**src/rtl/maf_pkg.sv**
```systemverilog
// ----------------------------------------------------------------------------
// maf_pkg
// Shared widths and helpers for the moving-average filter.
// ----------------------------------------------------------------------------
`default_nettype none

package maf_pkg;

  localparam int MAX_WINDOW = 32;
  localparam int SAMPLE_W   = 16;
  localparam int CFG_W      = 8;
  // window length holds 1..MAX_WINDOW, fill count 0..MAX_WINDOW
  localparam int WIN_W      = $clog2(MAX_WINDOW + 1);
  localparam int SLOT_W     = (MAX_WINDOW > 1) ? $clog2(MAX_WINDOW) : 1;
  // sum of MAX_WINDOW full-scale samples
  localparam int SUM_W      = SAMPLE_W + ((MAX_WINDOW > 1) ? $clog2(MAX_WINDOW) : 1);
  localparam int DIV_CNT_W  = $clog2(SUM_W + 1);

  // zero or out-of-range window acts as a window of one
  function automatic logic [WIN_W-1:0] eff_window(input logic [CFG_W-1:0] cfg);
    logic [WIN_W-1:0] res;
    if (cfg == '0 || int'(cfg) > MAX_WINDOW) begin
      res = WIN_W'(1);
    end else begin
      res = WIN_W'(cfg);
    end
    return res;
  endfunction

endpackage

`default_nettype wire

```
**src/rtl/moving_average_filter.sv**
```systemverilog
// ----------------------------------------------------------------------------
// moving_average_filter
// Running mean over the last N samples, ring of samples held in a RAM.
// ----------------------------------------------------------------------------
// a taken sample word passes S_READ (sum, fill and ring update), then the bit-serial
// divider in S_DIV, before the result word is registered; one sample is in flight, and
// a sample is taken again once the previous result is loaded in the output reg
// reset (sync, active high): window 1, sum, fill count and write slot cleared
// a window write clears the same state; ring entries are always rewritten
// before they are read, so the RAM needs no clearing pass
`default_nettype none

module moving_average_filter (
  input  wire logic                          clk,
  input  wire logic                          rst,
  input  wire logic                          cfg_valid,
  output logic                               cfg_ready,
  input  wire logic [maf_pkg::CFG_W-1:0]     window_length,
  input  wire logic                          sample_valid,
  output logic                               sample_stall,
  input  wire logic [maf_pkg::SAMPLE_W-1:0]  sample,
  output logic                               result_valid,
  input  wire logic                          result_stall,
  output logic      [maf_pkg::SAMPLE_W-1:0]  average,
  output logic                               ready_res
);

  typedef enum logic [1:0] {
    S_IDLE,
    S_READ,
    S_DIV
  } state_t;

  state_t                         state;
  logic [maf_pkg::WIN_W-1:0]      eff;
  logic [maf_pkg::SUM_W-1:0]      sum;
  logic [maf_pkg::WIN_W-1:0]      fill;
  logic [maf_pkg::SLOT_W-1:0]     slot;
  logic [maf_pkg::SAMPLE_W-1:0]   sample_q;
  logic                           full_q;

  logic [maf_pkg::SAMPLE_W-1:0]   old_sample;
  logic [maf_pkg::SUM_W-1:0]      sum_next;
  logic [maf_pkg::WIN_W-1:0]      fill_next;
  logic [maf_pkg::WIN_W-1:0]      slot_inc;
  logic [maf_pkg::SLOT_W-1:0]     slot_next;
  logic                           ring_we;
  logic                           div_start;
  logic                           div_busy;
  logic [maf_pkg::SUM_W-1:0]      quotient;
  logic                           sample_acc;
  logic                           out_free;
  logic                           out_load;
  logic                           cfg_wr;

  // window writes only land while no sample is in flight
  assign cfg_ready    = (state == S_IDLE);
  assign cfg_wr       = cfg_valid && cfg_ready;
  // a pending window write goes ahead of the next sample word
  assign sample_stall = (state != S_IDLE) || cfg_valid;
  assign sample_acc   = sample_valid && !sample_stall;
  assign out_free     = !result_valid || !result_stall;
  assign out_load     = (state == S_DIV) && !div_busy && out_free;
  assign ring_we      = (state == S_READ);
  assign div_start    = (state == S_READ);

  // while filling the sum only grows; once full the oldest word drops out
  always_comb begin
    if (fill < eff) begin
      sum_next  = sum + maf_pkg::SUM_W'(sample_q);
      fill_next = fill + 1'b1;
    end else begin
      sum_next  = sum - maf_pkg::SUM_W'(old_sample) + maf_pkg::SUM_W'(sample_q);
      fill_next = fill;
    end
    slot_inc = maf_pkg::WIN_W'(slot) + maf_pkg::WIN_W'(1);
    if (slot_inc == eff) begin
      slot_next = '0;
    end else begin
      slot_next = maf_pkg::SLOT_W'(slot_inc);
    end
  end

  maf_ram #(
    .WIDTH (maf_pkg::SAMPLE_W),
    .DEPTH (maf_pkg::MAX_WINDOW)
  ) u_ring (
    .clk   (clk),
    .we    (ring_we),
    .waddr (slot),
    .wdata (sample_q),
    .raddr (slot),
    .rdata (old_sample)
  );

  maf_div u_div (
    .clk      (clk),
    .rst      (rst),
    .start    (div_start),
    .dividend (sum_next),
    .divisor  (fill_next),
    .busy     (div_busy),
    .quotient (quotient)
  );

  always_ff @(posedge clk) begin
    if (rst) begin
      state        <= S_IDLE;
      eff          <= maf_pkg::eff_window(maf_pkg::CFG_W'(1));
      sum          <= '0;
      fill         <= '0;
      slot         <= '0;
      result_valid <= 1'b0;
    end else begin
      if (out_load) begin
        result_valid <= 1'b1;
      end else if (result_valid && !result_stall) begin
        result_valid <= 1'b0;
      end
      if (cfg_wr) begin
        eff  <= maf_pkg::eff_window(window_length);
        sum  <= '0;
        fill <= '0;
        slot <= '0;
      end
      case (state)
        S_IDLE: begin
          if (sample_acc) begin
            sample_q <= sample;
            state    <= S_READ;
          end
        end
        S_READ: begin
          sum    <= sum_next;
          fill   <= fill_next;
          slot   <= slot_next;
          full_q <= (fill_next >= eff);
          state  <= S_DIV;
        end
        S_DIV: begin
          if (out_load) begin
            average   <= quotient[maf_pkg::SAMPLE_W-1:0];
            ready_res <= full_q;
            state     <= S_IDLE;
          end
        end
        default: begin
          state <= S_IDLE;
        end
      endcase
    end
  end

`ifndef SYNTH
  a_fill_bound: assert property (@(posedge clk) disable iff (rst)
    fill <= eff)
    else $error("fill count beyond window");

  a_slot_bound: assert property (@(posedge clk) disable iff (rst)
    maf_pkg::WIN_W'(slot) < eff)
    else $error("write slot outside window");

  a_one_in_flight: assert property (@(posedge clk) disable iff (rst)
    sample_acc |=> sample_stall && !div_busy)
    else $error("second sample word taken before the first was processed");

  a_div_idle_start: assert property (@(posedge clk) disable iff (rst)
    div_start |-> !div_busy)
    else $error("divider restarted while busy");
`endif

endmodule

`default_nettype wire

```
**src/rtl/maf_ram.sv**
```systemverilog
// ----------------------------------------------------------------------------
// maf_ram
// Generic single-write, single-read RAM with registered read data.
// ----------------------------------------------------------------------------
`default_nettype none

module maf_ram #(
  parameter int WIDTH = 16,
  parameter int DEPTH = 32
) (
  input  wire logic                                         clk,
  input  wire logic                                         we,
  input  wire logic [((DEPTH > 1) ? $clog2(DEPTH) : 1)-1:0] waddr,
  input  wire logic [WIDTH-1:0]                             wdata,
  input  wire logic [((DEPTH > 1) ? $clog2(DEPTH) : 1)-1:0] raddr,
  output logic      [WIDTH-1:0]                             rdata
);

  logic [WIDTH-1:0] mem [DEPTH];

  always_ff @(posedge clk) begin
    if (we) begin
      mem[waddr] <= wdata;
    end
    rdata <= mem[raddr];
  end

endmodule

`default_nettype wire

```
**src/rtl/maf_div.sv**
```systemverilog
// ----------------------------------------------------------------------------
// maf_div
// Restoring divider, one quotient bit per cycle: running sum over fill count.
// ----------------------------------------------------------------------------
`default_nettype none

module maf_div (
  input  wire logic                        clk,
  input  wire logic                        rst,
  input  wire logic                        start,
  input  wire logic [maf_pkg::SUM_W-1:0]   dividend,
  input  wire logic [maf_pkg::WIN_W-1:0]   divisor,
  output logic                             busy,
  output logic      [maf_pkg::SUM_W-1:0]   quotient
);

  logic [maf_pkg::WIN_W-1:0]     rem;
  logic [maf_pkg::WIN_W-1:0]     dvs;
  logic [maf_pkg::DIV_CNT_W-1:0] cnt;
  logic [maf_pkg::WIN_W:0]       shifted;
  logic [maf_pkg::WIN_W:0]       diff;

  assign busy    = (cnt != '0);
  assign shifted = {rem, quotient[maf_pkg::SUM_W-1]};
  assign diff    = shifted - {1'b0, dvs};

  always_ff @(posedge clk) begin
    if (rst) begin
      cnt <= '0;
    end else if (start) begin
      cnt      <= maf_pkg::DIV_CNT_W'(maf_pkg::SUM_W);
      quotient <= dividend;
      rem      <= '0;
      dvs      <= divisor;
    end else if (busy) begin
      cnt <= cnt - 1'b1;
      // no borrow means the shifted remainder covers the divisor
      if (!diff[maf_pkg::WIN_W]) begin
        rem      <= diff[maf_pkg::WIN_W-1:0];
        quotient <= {quotient[maf_pkg::SUM_W-2:0], 1'b1};
      end else begin
        rem      <= shifted[maf_pkg::WIN_W-1:0];
        quotient <= {quotient[maf_pkg::SUM_W-2:0], 1'b0};
      end
    end
  end

endmodule

`default_nettype wire
```
**config.mk**
```make
export PLATFORM = sky130hd
export DESIGN_NAME = moving_average_filter
export DESIGN_NICKNAME = d
export VERILOG_FILES = /design/src/rtl/maf_pkg.sv /design/src/rtl/moving_average_filter.sv /design/src/rtl/maf_ram.sv /design/src/rtl/maf_div.sv
export SDC_FILE = /design/constraint.sdc
export NUM_CORES = 1
export LEC_CHECK = 0
export ABC_AREA = 1
export BUFFER_PORTS_ARGS = -buffer_cell sky130_fd_sc_hd__buf_2
export CAP_MARGIN = 5
export CORE_AREA = 2 2 225 227
export DETAILED_ROUTE_END_ITERATION = 6
export DIE_AREA = 0 0 227 229
export PLACE_DENSITY_LB_ADDON = 0.1
export SKIP_CTS_REPAIR_TIMING = 1
export SYNTH_ARGS = -nofsm -noshare
export SYNTH_HDL_FRONTEND = slang
export SYNTH_SLANG_ARGS = --single-unit
export TNS_END_PERCENT = 100
```
**constraint.sdc**
```tcl
create_clock -name clk -period 4.1 [get_ports clk]
set_input_delay 0.205 -clock clk [delete_from_list [all_inputs] [get_ports clk]]
set_output_delay 0.205 -clock clk [all_outputs]
set_load 0.01 [all_outputs]
```
==> impl_results.md <==
- Result of the run: complete, but fails checks
- Failing checks: hold timing
- Cell count after placement: 3258
- Most used cell, CP: nand2_1
- Share of the synthesized area in the top cell type: 61.3%
- Number of enable-type register cells in the synthesized netlist: around 580
- Max Clock Skew: around 0.011 ns
- Boundary pin count: between 40 and 50
- Combined area of all synthesized cells: about 28000 µm²
- Signal arrival time at the worst endpoint: ~3.4 ns
- RSZ-0062 raised after global routing: no
- Depth of the worst register-to-register path: 18
- Final-layout worst hold slack: -0.0464 ns
- CTS Buf Count: 68
- Startpoint Class: flip-flop
- Internal power component: ~11 mW
- Peak per-stage delay on the critical path: 0.47 ns
- Post-synthesis async set-or-reset flop share: 0%
- Sequential group share of total power: about half
- Number of endpoints with negative hold slack in the final report: 1
- Switching power: about 3.6 mW
- Gpl congestion: 0.909
- Yosys reg bits: between 600 and 700
- Total count of max-transition violations in the final report: 0
- Die width: between 200 and 250 µm
- Final core occ: 64.3%
- Comb pwr share: around a tenth
- Min-Delay Path Depth: 5
- Global route total overflow: 0
- Largest driver fanout on the critical path: 4
- Number of instances in the synthesized netlist: 2570
- Kind of critical path: reg2reg
- Maximum number of pins on one net before global-route repair: 136
- Detail Placement HPWL: around 48 mm
- Final WL: 75.7 mm
- Worst Hold Class: in2reg
- Buf/Inv on CP: 4
- Average cell area after synthesis: ~11 µm²
- Clock edge transition at the registers on the reported setup and hold paths: 0.06 ns
- Via total after detailed routing: 19800
- Top cells by count, synth: 579 x edfxtp_1, 447 x nand2_1, 374 x nor2_1, 268 x o21ai_0, 214 x inv_1
- Number of max-cap violations: 0
- GR Util All Layers: between 20% and 30%
- Stages on the worst setup path: 18
- Post-Syn Nets: approximately 2700
- Leak Pwr: between 10 and 15 nW
- Headroom to the max-slew limit: around 33%
- Row Count: a little over 80
- Core box area: 49700 µm²
- CTS tree: yes
- Number of failing setup endpoints in the final timing report: 0
- Detailed-route wire length per cell: 22.2 µm
- Power per Cell Area: roughly 460 nW/µm²
- Final min period: around 3.0 ns
- Number of antenna violations at the first check in global routing: 1
- Distinct cells, synth: 48
- Required time reported for the critical path endpoint: ~4.5 ns
- CP max stage cell: fa_1
- Die height: ~230 µm
- Placed instance area: just under 30000 µm²
- Final net count: between 2000 and 3000
- Via count of the first global-routing pass: about 19000
- Total number of H-tree levels: 3
- Most frequent cell after synthesis: edfxtp_1
- Fraction of power consumed by the clock network: between 40 and 50%
- TNS Setup: 0 ns
- I/O Buffers: 48
- Initial Utilization: between 50% and 60%
- Remaining DRCs: 0
- Number of routed nets with antenna violations: 0
- Pin slew with the least headroom to its limit: 1.01 ns
- # clock sinks: approximately 640
- Wire length of the first global-routing pass: roughly 110 mm
- Area of all placed cells without fillers: roughly 32000 µm²
- Most used flip-flop cell after synthesis: edfxtp_1
- Final std cells w/o fill: roughly 3400
- Initial drt markers: 1873
- Switching share of power: ~24%
- Cell type with the largest total area after synthesis: edfxtp_1
- Family with the most delay on the worst path: simple AND/OR/NAND/NOR gates
- Kind of end point of the critical path: flip-flop
- Root buf cell: clkbuf_16
- Die Area: around 52000 µm²
- Skew-Pair Late Insertion Delay: between 0.6 and 0.7 ns
- Highest attainable clock frequency: 333 MHz
- Sequence of cells on the critical path: inv_1 -> ha_1 -> inv_1 -> ha_1 -> inv_1 -> fa_1 -> inv_1 -> nand3_1 -> nand3_1 -> nand2_1 -> nand3_1 -> nand2_1 -> nand2_1 -> nand2_1 -> nand3_1 -> nand2_1 -> nand2_1 -> nand2_1
- Clock Path Buffers: 3
- Via/cell ratio: between 5 and 6
- ANT cells: 0
- Final cycle utilization of the critical path: about three quarters
- Worst voltage drop across the vdd grid: ~0.41 mV
- TritonRoute pass-1 iters: 5
- Yosys warnings: 0
- P&R area growth vs syn: 12.5%
- Top cells by area in the synthesized netlist: edfxtp_1 61%, nand2_1 5.9%, nor2_1 4.9%
- Share of layout cells above drive strength 1: a little under a tenth
- Part of the Yosys area used for sequential elements: between 60% and 70%
[state kept, by name, summed over array words and instances, names as in the netlist, 2 cells and up]
name            count
average            16
eff                 6
sample_q           16
slot                5
u_div.cnt           5
u_div.rem           6
u_div.dvs           6
sum                21
u_ring.mem        512
u_div.quotient     21
fill                6
u_ring.rdata       16
state               2
[power by group through the flow]
stage / Clock [mW] / Sequential (mW) / Combinational [mW]
after floorplan: 0 / 7.54 / 0.944
after global placement: 0 / 7.56 / 1.30
after detailed placement: 0 / 7.57 / 1.33
after CTS: 5.98 / 7.43 / 1.34
after global routing: 6.25 / 7.44 / 1.53
final: 5.91 / 7.43 / 1.36
[worst reg2reg max path: cells and delay by family, from the launching register on]
| kind | cells | cell delay, ns |
|---|---|---|
| fa+ha+maj | 3 | 0.94 |
| buf+inv | 4 | 0.35 |
| flops | 1 | 0.38 |
| simple gates | 11 | 1.08 |
[layout by cell type (no fill, tap or decap), drive strengths merged, types with 6 or more instances in the layout]
cell and n:
edfxtp 579, nand2 448, nor2 376, o21ai 287, inv 220, buf 132
o22ai 129, clkbuf 83, a21oi 76, nand3 66, ha 63, dfxtp 62
clkinv 33, dlygate4sd3 25, a22o 21, nand4 19, fa 18, xor2 18
nor3 16, a221oi 16, nand3b 11, xnor2 6
[through the flow]
| step | power, mW | hold slack, ns | worst slack [ns] |
|---|---|---|---|
| 6_report | 14.7 | -0.0464 | 1.10 |
| 5_1_grt | 15.2 | 0.0110 | 0.931 |
| 4_1_cts | 14.8 | -0.256 | 1.11 |
| 3_5_place_dp | 8.90 | 0.385 | 1.12 |
| 3_3_place_gp | 8.86 | 0.387 | 1.11 |
| 2_1_floorplan | 8.48 | 0.304 | 1.24 |
[layer usage]
layer / routed length [µm] / GRT usage, % / part of all wire (%)
met5: 0 / 0 / 0
met4: 2870 / 11.9 / 3.8
met3: 5300 / 4.32 / 7.0
met2: 36200 / 48.0 / 48
met1: 31400 / 40.2 / 41
[worst paths after layout]
check                                      start            endpoint  slack, ns
worst max register to register       sample_q[0]  u_div.quotient[12]       1.10
worst min register to register            full_q           ready_res       0.42
worst max-delay path                 sample_q[0]  u_div.quotient[12]       1.10
worst min-delay path            window_length[3]              eff[3]      -0.05
[cell families after synthesis]
group,synth area share (%)
AO/OA/AOI/OAI,11.0
XOR/XNOR,0.767
adder cells (fa/ha/maj),4.05
buffers and inverters,5.10
flip-flops,65.6
AND/OR/NAND/NOR,13.5
[layout make-up]
type	instances	area (µm²)
clock inverters	40	352
repair buffers	157	1170
flip-flops and latches	641	18600
fillers	3917	17700
multi-input cells	1595	8320
inverters	218	826
clock buffers	83	1780
well taps	672	841
(Power assumes the default switching activity.)
